[config.mk]
export PLATFORM = sky130hd
export DESIGN_NAME = socks5_client_handshake
export DESIGN_NICKNAME = d
export VERILOG_FILES = /design/src/rtl/sc5_pkg.sv /design/src/rtl/sc5_front.sv /design/src/rtl/sc5_back.sv /design/src/rtl/socks5_client_handshake.sv
export SDC_FILE = /design/constraint.sdc
export NUM_CORES = 1
export LEC_CHECK = 0
export BUFFER_PORTS_ARGS = -buffer_cell sky130_fd_sc_hd__clkbuf_2
export CORE_MARGIN = 2
export CORE_UTILIZATION = 45
export CTS_CLUSTER_SIZE = 8
export DETAILED_ROUTE_END_ITERATION = 8
export PLACE_DENSITY_LB_ADDON = 0.12
export SKIP_LAST_GASP = 1
export SYNTH_ARGS = -nofsm -noshare
export SYNTH_HDL_FRONTEND = slang
export SYNTH_SLANG_ARGS = --single-unit
export TNS_END_PERCENT = 50
[constraint.sdc]
create_clock -name clk -period 6.6 [get_ports clk]
set_clock_uncertainty 0.2 [all_clocks]
set_input_delay 1.32 -clock clk [delete_from_list [all_inputs] [get_ports clk]]
set_output_delay 1.32 -clock clk [all_outputs]
set_load 0.02 [all_outputs]
[src/rtl/sc5_pkg.sv]
// sc5_pkg: shared types and constants for the socks5 client handshake block
// beat structs for both queue sides, the front-to-back command and the phase enum
// no dependencies
package sc5_pkg;

	// input beat
	typedef struct packed {
		logic       func;
		logic [7:0] rx_byte;
		logic       buffer_end;
	} in_item_t;

	// result beat
	typedef struct packed {
		logic [2:0] event_res;
		logic [7:0] data_byte;
		logic       last_of_buffer;
	} out_item_t;

	// classified command handed from front to back
	typedef struct packed {
		logic       is_start;
		logic [7:0] rx_byte;
		logic       last;
	} cmd_t;

	typedef enum logic [2:0] {
		PH_IDLE   = 3'd0,
		PH_METHOD = 3'd1,
		PH_AUTH   = 3'd2,
		PH_HEADER = 3'd3,
		PH_DLEN   = 3'd4,
		PH_SKIP   = 3'd5,
		PH_CONN   = 3'd6,
		PH_ERR    = 3'd7
	} phase_t;

	localparam logic [2:0] EV_NONE      = 3'd0;
	localparam logic [2:0] EV_GREET     = 3'd1;
	localparam logic [2:0] EV_AUTH      = 3'd2;
	localparam logic [2:0] EV_CONNECT   = 3'd3;
	localparam logic [2:0] EV_CONNECTED = 3'd4;
	localparam logic [2:0] EV_PAYLOAD   = 3'd5;
	localparam logic [2:0] EV_CHALLENGE = 3'd6;
	localparam logic [2:0] EV_ERROR     = 3'd7;

	localparam logic       FUNC_START = 1'b0;

	localparam logic [7:0] SOCKS_VER     = 8'h05;
	localparam logic [7:0] AUTH_VER      = 8'h01;
	localparam logic [7:0] METHOD_REJECT = 8'hff;
	localparam logic [7:0] ATYP_IPV4     = 8'h01;
	localparam logic [7:0] ATYP_DOMAIN   = 8'h03;
	localparam logic [7:0] ATYP_IPV6     = 8'h04;

	localparam logic [1:0] METHOD_NOAUTH = 2'd0;
	localparam logic [1:0] METHOD_USER   = 2'd2;

	// full reply lengths: header 4 + address + port 2
	localparam logic [8:0] SKIP_IPV4     = 9'd10;
	localparam logic [8:0] SKIP_IPV6     = 9'd22;
	// header 4 + length byte 1 + port 2, name length added on top
	localparam logic [8:0] SKIP_DOM_BASE = 9'd7;
	localparam logic [8:0] HDR_LAST_IDX  = 9'd3;

	// both small queues hold two beats
	localparam logic [1:0] QUEUE_DEPTH = 2'd2;

endpackage

[src/rtl/sc5_front.sv]
// sc5_front: input side of the handshake block, accepts and classifies beats
// into a two-entry command queue read by the back end
// depends on sc5_pkg
module sc5_front (
	input  logic             clk,
	input  logic             arst_n,
	input  logic             push,
	input  sc5_pkg::in_item_t in_item,
	output logic             full,
	output logic             cmd_valid,
	output sc5_pkg::cmd_t    cmd,
	input  logic             cmd_take
);

	sc5_pkg::cmd_t mem_q [2];
	logic          wr_ptr_q;
	logic          rd_ptr_q;
	logic [1:0]    count_q;
	logic          do_push;
	logic          do_pop;
	sc5_pkg::cmd_t new_cmd;

	assign full      = (count_q == sc5_pkg::QUEUE_DEPTH);
	assign cmd_valid = (count_q != 2'd0);
	assign do_push   = push && !full;
	assign do_pop    = cmd_take && cmd_valid;

	// classify: start command or received byte
	always_comb begin
		new_cmd.is_start = (in_item.func == sc5_pkg::FUNC_START);
		new_cmd.rx_byte  = in_item.rx_byte;
		new_cmd.last     = in_item.buffer_end;
	end

	always_ff @(posedge clk) begin
		if (do_push) begin
			mem_q[wr_ptr_q] <= new_cmd;
		end
	end

	always_ff @(posedge clk or negedge arst_n) begin
		if (!arst_n) begin
			wr_ptr_q <= 1'b0;
			rd_ptr_q <= 1'b0;
			count_q  <= 2'd0;
		end else begin
			if (do_push) begin
				wr_ptr_q <= !wr_ptr_q;
			end
			if (do_pop) begin
				rd_ptr_q <= !rd_ptr_q;
			end
			case ({do_push, do_pop})
				2'b10:   count_q <= count_q + 2'd1;
				2'b01:   count_q <= count_q - 2'd1;
				default: count_q <= count_q;
			endcase
		end
	end

	assign cmd = mem_q[rd_ptr_q];

endmodule

[src/rtl/sc5_back.sv]
// sc5_back: handshake sequencer and two-entry result queue
// takes classified commands from sc5_front, one per cycle while the result queue is not full
// depends on sc5_pkg
module sc5_back (
	input  logic              clk,
	input  logic              arst_n,
	input  logic              use_credentials,
	input  logic              cmd_valid,
	input  sc5_pkg::cmd_t     cmd,
	output logic              cmd_take,
	input  logic              pop,
	output logic              empty,
	output sc5_pkg::out_item_t out_item
);

	sc5_pkg::phase_t phase_q, phase_d;
	logic [8:0]      byte_count_q, byte_count_d;
	logic [7:0]      version_q, version_d;
	logic [7:0]      status_q, status_d;
	logic [8:0]      skip_total_q, skip_total_d;
	logic [1:0]      offered_q, offered_d;

	logic [2:0]      ev;
	logic [7:0]      data;
	logic [8:0]      bc_inc;
	logic [7:0]      b;
	logic            method_ok;
	logic            method_rej;
	logic            auth_ok;
	logic            hdr_ok;

	sc5_pkg::out_item_t oq_q [2];
	logic               owr_q;
	logic               ord_q;
	logic [1:0]         ocount_q;
	logic               opop;
	sc5_pkg::out_item_t res;

	assign cmd_take = cmd_valid && (ocount_q != sc5_pkg::QUEUE_DEPTH);
	assign b        = cmd.rx_byte;
	assign bc_inc   = byte_count_q + 9'd1;

	assign method_ok  = (version_q == sc5_pkg::SOCKS_VER) && (b == {6'd0, offered_q});
	assign method_rej = (offered_q == sc5_pkg::METHOD_NOAUTH) && (b == sc5_pkg::METHOD_REJECT);
	assign auth_ok    = (version_q == sc5_pkg::AUTH_VER) && (b == 8'h00);
	assign hdr_ok     = (version_q == sc5_pkg::SOCKS_VER) && (status_q == 8'h00);

	// next phase
	always_comb begin
		phase_d = phase_q;
		if (cmd.is_start) begin
			phase_d = sc5_pkg::PH_METHOD;
		end else begin
			unique case (phase_q)
				sc5_pkg::PH_METHOD: begin
					if (byte_count_q != 9'd0) begin
						if (method_ok) begin
							phase_d = (offered_q == sc5_pkg::METHOD_NOAUTH) ?
								sc5_pkg::PH_HEADER : sc5_pkg::PH_AUTH;
						end else if (method_rej) begin
							phase_d = sc5_pkg::PH_IDLE;
						end else begin
							phase_d = sc5_pkg::PH_ERR;
						end
					end
				end
				sc5_pkg::PH_AUTH: begin
					if (byte_count_q != 9'd0) begin
						phase_d = auth_ok ? sc5_pkg::PH_HEADER : sc5_pkg::PH_ERR;
					end
				end
				sc5_pkg::PH_HEADER: begin
					if (byte_count_q >= sc5_pkg::HDR_LAST_IDX) begin
						if (!hdr_ok) begin
							phase_d = sc5_pkg::PH_ERR;
						end else if (b == sc5_pkg::ATYP_IPV4 || b == sc5_pkg::ATYP_IPV6) begin
							phase_d = sc5_pkg::PH_SKIP;
						end else if (b == sc5_pkg::ATYP_DOMAIN) begin
							phase_d = sc5_pkg::PH_DLEN;
						end else begin
							phase_d = sc5_pkg::PH_ERR;
						end
					end
				end
				sc5_pkg::PH_DLEN: phase_d = sc5_pkg::PH_SKIP;
				sc5_pkg::PH_SKIP: begin
					if (bc_inc >= skip_total_q) begin
						phase_d = sc5_pkg::PH_CONN;
					end
				end
				default: phase_d = phase_q;
			endcase
		end
	end

	// event, data and datapath registers
	always_comb begin
		ev           = sc5_pkg::EV_NONE;
		data         = 8'd0;
		byte_count_d = byte_count_q;
		version_d    = version_q;
		status_d     = status_q;
		skip_total_d = skip_total_q;
		offered_d    = offered_q;
		if (cmd.is_start) begin
			offered_d    = use_credentials ? sc5_pkg::METHOD_USER : sc5_pkg::METHOD_NOAUTH;
			byte_count_d = 9'd0;
			version_d    = 8'd0;
			status_d     = 8'd0;
			skip_total_d = 9'd0;
			ev           = sc5_pkg::EV_GREET;
			data         = {6'd0, offered_d};
		end else begin
			unique case (phase_q)
				sc5_pkg::PH_METHOD: begin
					if (byte_count_q == 9'd0) begin
						version_d    = b;
						byte_count_d = 9'd1;
					end else begin
						byte_count_d = 9'd0;
						if (method_ok) begin
							ev = (offered_q == sc5_pkg::METHOD_NOAUTH) ?
								sc5_pkg::EV_CONNECT : sc5_pkg::EV_AUTH;
						end else if (method_rej) begin
							ev = sc5_pkg::EV_CHALLENGE;
						end else begin
							ev = sc5_pkg::EV_ERROR;
						end
					end
				end
				sc5_pkg::PH_AUTH: begin
					if (byte_count_q == 9'd0) begin
						version_d    = b;
						byte_count_d = 9'd1;
					end else begin
						byte_count_d = 9'd0;
						ev = auth_ok ? sc5_pkg::EV_CONNECT : sc5_pkg::EV_ERROR;
					end
				end
				sc5_pkg::PH_HEADER: begin
					byte_count_d = bc_inc;
					if (byte_count_q == 9'd0) begin
						version_d = b;
					end else if (byte_count_q == 9'd1) begin
						status_d = b;
					end else if (byte_count_q >= sc5_pkg::HDR_LAST_IDX) begin
						if (!hdr_ok) begin
							ev = sc5_pkg::EV_ERROR;
						end else if (b == sc5_pkg::ATYP_IPV4) begin
							skip_total_d = sc5_pkg::SKIP_IPV4;
						end else if (b == sc5_pkg::ATYP_IPV6) begin
							skip_total_d = sc5_pkg::SKIP_IPV6;
						end else if (b != sc5_pkg::ATYP_DOMAIN) begin
							ev = sc5_pkg::EV_ERROR;
						end
					end
				end
				sc5_pkg::PH_DLEN: begin
					skip_total_d = {1'b0, b} + sc5_pkg::SKIP_DOM_BASE;
					byte_count_d = bc_inc;
				end
				sc5_pkg::PH_SKIP: begin
					byte_count_d = bc_inc;
					if (bc_inc >= skip_total_q) begin
						ev           = sc5_pkg::EV_CONNECTED;
						byte_count_d = 9'd0;
					end
				end
				sc5_pkg::PH_CONN: begin
					ev   = sc5_pkg::EV_PAYLOAD;
					data = b;
				end
				default: ev = sc5_pkg::EV_NONE;
			endcase
		end
	end

	always_comb begin
		res.event_res      = ev;
		res.data_byte      = data;
		res.last_of_buffer = cmd.last;
	end

	always_ff @(posedge clk or negedge arst_n) begin
		if (!arst_n) begin
			phase_q      <= sc5_pkg::PH_IDLE;
			byte_count_q <= 9'd0;
			version_q    <= 8'd0;
			status_q     <= 8'd0;
			skip_total_q <= 9'd0;
			offered_q    <= 2'd0;
		end else if (cmd_take) begin
			phase_q      <= phase_d;
			byte_count_q <= byte_count_d;
			version_q    <= version_d;
			status_q     <= status_d;
			skip_total_q <= skip_total_d;
			offered_q    <= offered_d;
		end
	end

	// result queue
	assign empty    = (ocount_q == 2'd0);
	assign opop     = pop && !empty;
	assign out_item = oq_q[ord_q];

	always_ff @(posedge clk) begin
		if (cmd_take) begin
			oq_q[owr_q] <= res;
		end
	end

	always_ff @(posedge clk or negedge arst_n) begin
		if (!arst_n) begin
			owr_q    <= 1'b0;
			ord_q    <= 1'b0;
			ocount_q <= 2'd0;
		end else begin
			if (cmd_take) begin
				owr_q <= !owr_q;
			end
			if (opop) begin
				ord_q <= !ord_q;
			end
			case ({cmd_take, opop})
				2'b10:   ocount_q <= ocount_q + 2'd1;
				2'b01:   ocount_q <= ocount_q - 2'd1;
				default: ocount_q <= ocount_q;
			endcase
		end
	end

endmodule

[src/rtl/socks5_client_handshake.sv]
// socks5_client_handshake: top level of the socks5 client handshake sequencer
// holds the use_credentials register and joins sc5_front and sc5_back
// depends on sc5_pkg, sc5_front, sc5_back
//
// the block takes one beat per cycle while full is low and gives exactly one result beat
// per input beat; a pushed beat is registered in the command queue, passes through the
// sequencer into the result queue, where it is registered and can be popped, and with
// pop held high the throughput is one beat per clock; the only loop is the phase/counter
// update in the sequencer; both queues hold two beats, so full rises only after the result
// side has stalled; use_credentials is written through the cfg channel, which is always
// ready, and is sampled when a start beat is processed
module socks5_client_handshake (
	input  logic               clk,
	input  logic               arst_n,
	// input queue side
	input  logic               push,
	output logic               full,
	input  sc5_pkg::in_item_t  in_item,
	// result queue side
	output logic               empty,
	input  logic               pop,
	output sc5_pkg::out_item_t out_item,
	// configuration write channel
	input  logic               cfg_valid,
	output logic               cfg_ready,
	input  logic               cfg_data
);

	logic          use_credentials_q;
	logic          cmd_valid;
	logic          cmd_take;
	sc5_pkg::cmd_t cmd;

	// register can always take a write
	assign cfg_ready = 1'b1;

	always_ff @(posedge clk or negedge arst_n) begin
		if (!arst_n) begin
			use_credentials_q <= 1'b0;
		end else if (cfg_valid && cfg_ready) begin
			use_credentials_q <= cfg_data;
		end
	end

	// front: accept and classify beats
	sc5_front u_front (
		.clk       (clk),
		.arst_n    (arst_n),
		.push      (push),
		.in_item   (in_item),
		.full      (full),
		.cmd_valid (cmd_valid),
		.cmd       (cmd),
		.cmd_take  (cmd_take)
	);

	// back: sequencer plus result queue
	sc5_back u_back (
		.clk             (clk),
		.arst_n          (arst_n),
		.use_credentials (use_credentials_q),
		.cmd_valid       (cmd_valid),
		.cmd             (cmd),
		.cmd_take        (cmd_take),
		.pop             (pop),
		.empty           (empty),
		.out_item        (out_item)
	);

endmodule

# Word-level counts from Yosys, hierarchy flattened
# Memory sizes are Yosys's and may differ from the RTL's.
# Index checks and enable logic that the tools add are counted.
# word_totals
ramBits	44
n_memories	2
word_cells	149
output_inout_bits	15
regBits	48
# op_classes
eq_ne	30
n_lt_le_gt_ge	2
muxes	55
bitwise_logic	1
n_reduce_logical	40
n_addsub	6
# mem_list
name	depth	word_bits	rd	rd_ports_with_merged_regs	write_ports	line_no	source
u_back.oq_q	2	12	1	0	1	sc5_back.sv:32	sc5_pkg::out_item_t oq_q [2];
u_front.mem_q	2	10	1	0	1	sc5_front.sv:15	sc5_pkg::cmd_t mem_q [2];
# ops
op	n
$mux 9	9
$mux 8	9
$mux 3	22
$pmux 3 s5	2
$pmux 9 s3	1
$pmux 9 s2	1
$eq 8x1->1 const B	2
$eq 8x3->1 const B	2
$logic_not 8->1	2
$ne 3x2->1 const B	5
$reduce_bool 2->1	7
$add 8x3->9 const B	1
$add 9x1->9 const B	1
$eq 3x3->1 const B	3
$eq 9x1->1 const B	1
$ge 9x2->1 const B	1
$ge 9x9->1	1
$logic_not 9->1	1
$reduce_bool 9->1	1
$eq 8x2->1	1
$eq 8x2->1 const B	1
$eq 8x8->1 const B	1
$logic_and 1x1->1	8
$ne 8x2->1 const B	1
other kinds (26)	50

# Depth between registers and ports, before layout
# An unclocked memory read counts as a cell.
# depth
ltp_word	11
mapped_depth	13

# Hierarchy
# A second synthesis with hierarchy kept.
# hier_totals
cells_unflattened	442
area_unflattened_um2	4927.2
# by_module_without_submodules
module	seq_area_each_um2	cells_per_inst	area_per_inst_um2	instances
sc5_back	1771.7	388	3955.0	1
sc5_front	700.7	50	920.9	1
socks5_client_handshake	25.0	4	51.3	1

# Worst setup path before layout
# OpenSTA, ideal clock, no wires.
# synth_path
path_kind	reg2reg
from	register u_back.byte_count_q[0]
to	register u_back.phase_q[2]
arrival_time_ns	2.444
t_required_ns	6.275
path_slack_ns	3.832
stages_incl_launch_ff	12
setup_time_ns	0.125
path_cell_list	dfrtp_1 ha_1 and3_1 nand3_1 xnor2_1 ha_1 a21oi_1 o21ai_0 nor3_1 a21oi_1 nand2_1 mux2_2
# synth_between
elab_chain_cells	4
word_cells_on_any_way	9
cone_classes	add/sub (1); order compare (2); eq/ne (4); reduce/logical (2)
# synth_lines
element	line_no	source
from (decl)	sc5_back.sv:17	logic [8:0] byte_count_q, byte_count_d;
from (signal assigned)	sc5_back.sv:194	byte_count_q <= byte_count_d;
$add 9x1->9	sc5_back.sv:41	assign bc_inc = byte_count_q + 9'd1;
$ge 9x9->1	sc5_back.sv:87	if (bc_inc >= skip_total_q) begin
$ne 3x2->1 (no line)	n/a	
$reduce_and 6->1 (no line) (*)	n/a	
to (signal assigned)	sc5_back.sv:186	phase_q <= sc5_pkg::PH_IDLE;
to (signal assigned)	sc5_back.sv:193	phase_q <= phase_d;
to (decl)	sc5_back.sv:16	sc5_pkg::phase_t phase_q, phase_d;
# Every way passes the cells marked *; elsewhere a longest branch is shown, timed or not.
# A chain may end at the register's enable or synchronous reset.

# Final worst setup path
# layout_path
from	register u_front.rd_ptr_q
to	memory u_back.oq_q[0][11] (netlist name), data pin
# layout_between
elab_chain_cells	11
word_cells_on_any_way	21
cone_classes	eq/ne (4); mux (13); reduce/logical (3); memory (1)
# layout_lines
element	line_no	source
from (decl)	sc5_front.sv:17	logic rd_ptr_q;
from (signal assigned)	sc5_front.sv:51	rd_ptr_q <= !rd_ptr_q;
$mem_v2 2x10 (*)	n/a	
$ne 8x2->1	sc5_back.sv:153	end else if (b != sc5_pkg::ATYP_DOMAIN) begin
$mux 3	sc5_back.sv:153	
$mux 3	sc5_back.sv:151	end else if (b == sc5_pkg::ATYP_IPV6) begin
$mux 3	sc5_back.sv:149	end else if (b == sc5_pkg::ATYP_IPV4) begin
$mux 3	sc5_back.sv:147	if (!hdr_ok) begin
$mux 3	sc5_back.sv:146	end else if (byte_count_q >= sc5_pkg::HDR_LAST_IDX) begin
$mux 3	sc5_back.sv:144	end else if (byte_count_q == 9'd1) begin
$mux 3	sc5_back.sv:142	if (byte_count_q == 9'd0) begin
$pmux 3 s5	sc5_back.sv:114	unique case (phase_q)
$mux 3 (*)	sc5_back.sv:105	if (cmd.is_start) begin
named net u_back.ev[2]	sc5_back.sv:23	logic [2:0] ev;
to (decl)	sc5_back.sv:32	
# Mark *: on every way through the listed nets, which the timed path passes. The rest lies on a longest branch.

==> results by group <==
Status
  • Status: finished clean

GRT
  • Tot GR Track Use: 19.0%
  • Pin count of the biggest net entering global routing: 48
  • Vias in the first global route: approximately 3100
  • Initial antenna violation count: 0
  • Overflow after GRT: 0
  • Global-route wire length before repair: about 16 mm

Synthesis
  • Largest family of logic cells by synthesized area: simple AND/OR/NAND/NOR gates
  • Post-synthesis average cell area: 11.5 sq um
  • Post-synth top flop: dfrtp_1
  • Top-area cell type share of the netlist area: 27.2%
  • Synth Area in Simple Gates: roughly 15%
  • EDFF count, synth: between 40 and 50
  • Yosys warns: 0
  • Adder-cell share of the synthesized area: roughly 5.2%
  • FFs w/ async S/R, synth: 51.6%
  • Synth Area in Compound Gates: 9.90%
  • Synth Instances: 421
  • Mux share of post-synthesis cell area: a little over a tenth
  • Synthesis-stage register bit count: 91
  • Dominant cell type by area after synthesis: edfxtp_1
  • Area of the mapped netlist: 4850 sq um
  • Seq/Total Area, Yosys: roughly half
  • Synth area leaders: edfxtp_1 27%, dfrtp_1 24%, mux2_2 5.8%
  • Netlist cell types: 63
  • Net Count, Synth: 457
  • Post-Synth XOR/XNOR Area: under 10%

Power and ir drop
  • Clock share of power: 13.9%
  • Power Density: about 460 nW/um^2
  • VDD IR-drop max: around 230 uV
  • Switching share of power: a little over two fifths
  • Combinational group share of total power: about 47%
  • Pleak: ~2.2 nW
  • Pint: between 1 and 1.5 mW
  • Psw: around 1 mW
  • Power, Total: ~2.5 mW
  • Share of power burned in registers: between 30% and 40%

Placed design
  • Placed Area: 5110 sq um
  • HPWL after DPL: 7.40 mm
  • GP Congestion: 0.889
  • Number of port buffers: 29

Detailed routing
  • Post-route DRC: 0
  • Total Wirelength: a little over 10 mm
  • Number of DRC markers in iteration 0: around 190
  • DR vias: about 3200
  • DR vias/cell: approximately 5.4
  • DRT Pass-1 Iters: 4
  • Wire length per cell: about 17 microns
  • ANT nets after route: 0

Finish
  • Final core utilization: 50.6%
  • Multi-input gate area: 2200 sq um
  • Area Growth Syn to Fin: 8.72%
  • Antenna cells: 0
  • Register area: about 2500 sq um
  • Most frequent cells in the layout: 47 x dfrtp_1, 44 x edfxtp_1, 39 x nor2_1
  • Fin area: 5280 sq um
  • Layout cells sized above 1: about a fifth
  • Net count, final: between 400 and 500
  • Filler cell count in the final layout: between 900 and 1000
  • Most common cell after layout, fill and taps aside: dfrtp_1

Timing
  • Period utilization: around 53%
  • # setup viols final: 0
  • Maximum clock frequency: 0.286 GHz
  • Minimum clock period: between 3 and 4 ns
  • Final hold violation count: 0
  • Slew @ Worst Pin: 1.01 ns
  • Max-slew violation count: 0
  • Total Negative Setup Slacks: 0 ns
  • Worst slew margin: 32.6%
  • RSZ-0062 raised after global routing: no

Floorplan
  • Ports: 31
  • Core area: between 10000 and 15000 sq um
  • Initial Util: between 40% and 50%
  • Die Y: about 110 microns
  • Die Wd: 108 microns
  • Cell Rows: 37
  • Die ar.: around 12000 sq um

Setup path
  • Setup Crit Path Kind: reg -> reg
  • CP endpoint kind: register
  • Crit path DAT: roughly 3.5 ns
  • Critical Path Source: u_front.rd_ptr_q
  • Startpoint types: register
  • Reg2Reg Depth: 8
  • Worst reg-to-reg setup slack: 3.10 ns
  • End point of the critical path: u_back.oq_q[0][11]
  • Worst r2r src: u_front.rd_ptr_q
  • CP max FO: 20
  • Critical R2R Capture: u_back.oq_q[0][11]
  • Worst path required time: between 6 and 7 ns

Clock tree
  • Max clock buf depth: 2
  • CTS tree: yes
  • Clock sinks: roughly 90
  • Root Driver: clkbuf_8
  • Worst-path clk slew: roughly 0.090 ns
  • Clock insertion delay at the later pin of the skew report: between 0.3 and 0.4 ns
  • CTS HTree Levels: 3
  • Post-cts resize count: 0
  • CTS Buf Count: 9
  • Post-CTS Setup Bufs: 0
  • Hold-fix buffers, CTS: 0

Run
  • Max-Cap Viols: 0

Hold path
  • Min-Delay Path Class: reg -> reg
==> layer usage <==
layer	GRT usage (%)	up-vias	routed length, microns
met5	0	-	0
met4	7.23	0	177
met3	3.87	14	385
met2	27.9	57	4500
met1	27.7	1560	5150
li1	-	1593	-
==> sequential cells by signal (all words and copies together), names as in the netlist, 2 cells and up <==
register and count:
u_back.phase_q 3, u_front.mem_q 20, u_back.byte_count_q 9, u_front.count_q 2, u_back.oq_q 24, u_back.ocount_q 2
u_back.status_q 8, u_back.version_q 8, u_back.skip_total_q 9
==> Yosys cell counts, drive strengths merged, types with 2 or more instances <==
cell type  count
buf           12
a21oi         17
a2111oi        2
and3           5
o21ai         17
nor2          39
ha            20
mux2i         16
inv           19
nand4          4
and2           2
mux2          28
xor2           7
nand2b         7
a211oi         3
o21a           3
xnor2         15
nor3          13
nand2         29
edfxtp        44
nor4b          2
nor4          13
nor2b          6
dfrtp         47
a21o           4
a22o           7
nand3b         3
a22oi          2
a31o           2
a31oi          5
nand3         11
==> stage by stage <==
stage / instances / hold slack (ns) / setup WS [ns]
after CTS: 592 / 0.294 / 3.13
after detailed placement: 576 / 0.273 / 3.16
after floorplan: 421 / 0.250 / 3.83
after global routing: 592 / 0.319 / 2.89
after global placement: 576 / 0.265 / 3.29
final: 592 / 0.292 / 3.10
==> worst min path at each step <==
| stage | start | slack (ns) | cells after the start | end |
|---|---|---|---|---|
| 2_1_floorplan | u_back.skip_total_q[6] | 0.25 | 1 | u_back.skip_total_q[6] |
| 3_3_place_gp | u_back.skip_total_q[7] | 0.27 | 1 | u_back.skip_total_q[7] |
| 3_5_place_dp | u_back.skip_total_q[7] | 0.27 | 1 | u_back.skip_total_q[7] |
| 4_1_cts | u_back.skip_total_q[7] | 0.29 | 1 | u_back.skip_total_q[7] |
| 5_1_grt | u_back.status_q[0] | 0.32 | 2 | u_back.status_q[0] |
| 6_report | u_back.skip_total_q[7] | 0.29 | 1 | u_back.skip_total_q[7] |
==> worst max-delay path, stage by stage, from the launching register on <==
cell      delay (ns)
dfrtp_1         0.99
mux2i_4         0.55
inv_1           0.14
ha_1            0.23
o21ai_0         0.14
o21ai_0         0.18
a211oi_1        0.48
nor2_1          0.08
a311oi_1        0.29
==> final cells by class <==
class	instances	share of cell area (%)
clock buffer	11	2.49
clock inverter	5	0.712
inverter	19	1.35
multi-input combinational	298	41.7
sequential	91	47.3
tap	136	3.23
timing repair buffer	32	3.18
==> power by group through the flow <==
stage	Sequential (mW)	Clock (mW)	Combinational [mW]
after global placement	0.969	0	1.14
final	0.962	0.341	1.15
after floorplan	0.899	0	0.946
after detailed placement	0.976	0	1.15
after global routing	0.989	0.373	1.27
after CTS	0.964	0.350	1.16
==> cell families after synthesis <==
family,Yosys count
compound gates,71
xor+xnor,22
fa+ha+maj,20
buf+inv,32
flops,91
mux,44
other cells,1
simple gates,140
No activity file was read; power rests on OpenSTA's default activity.
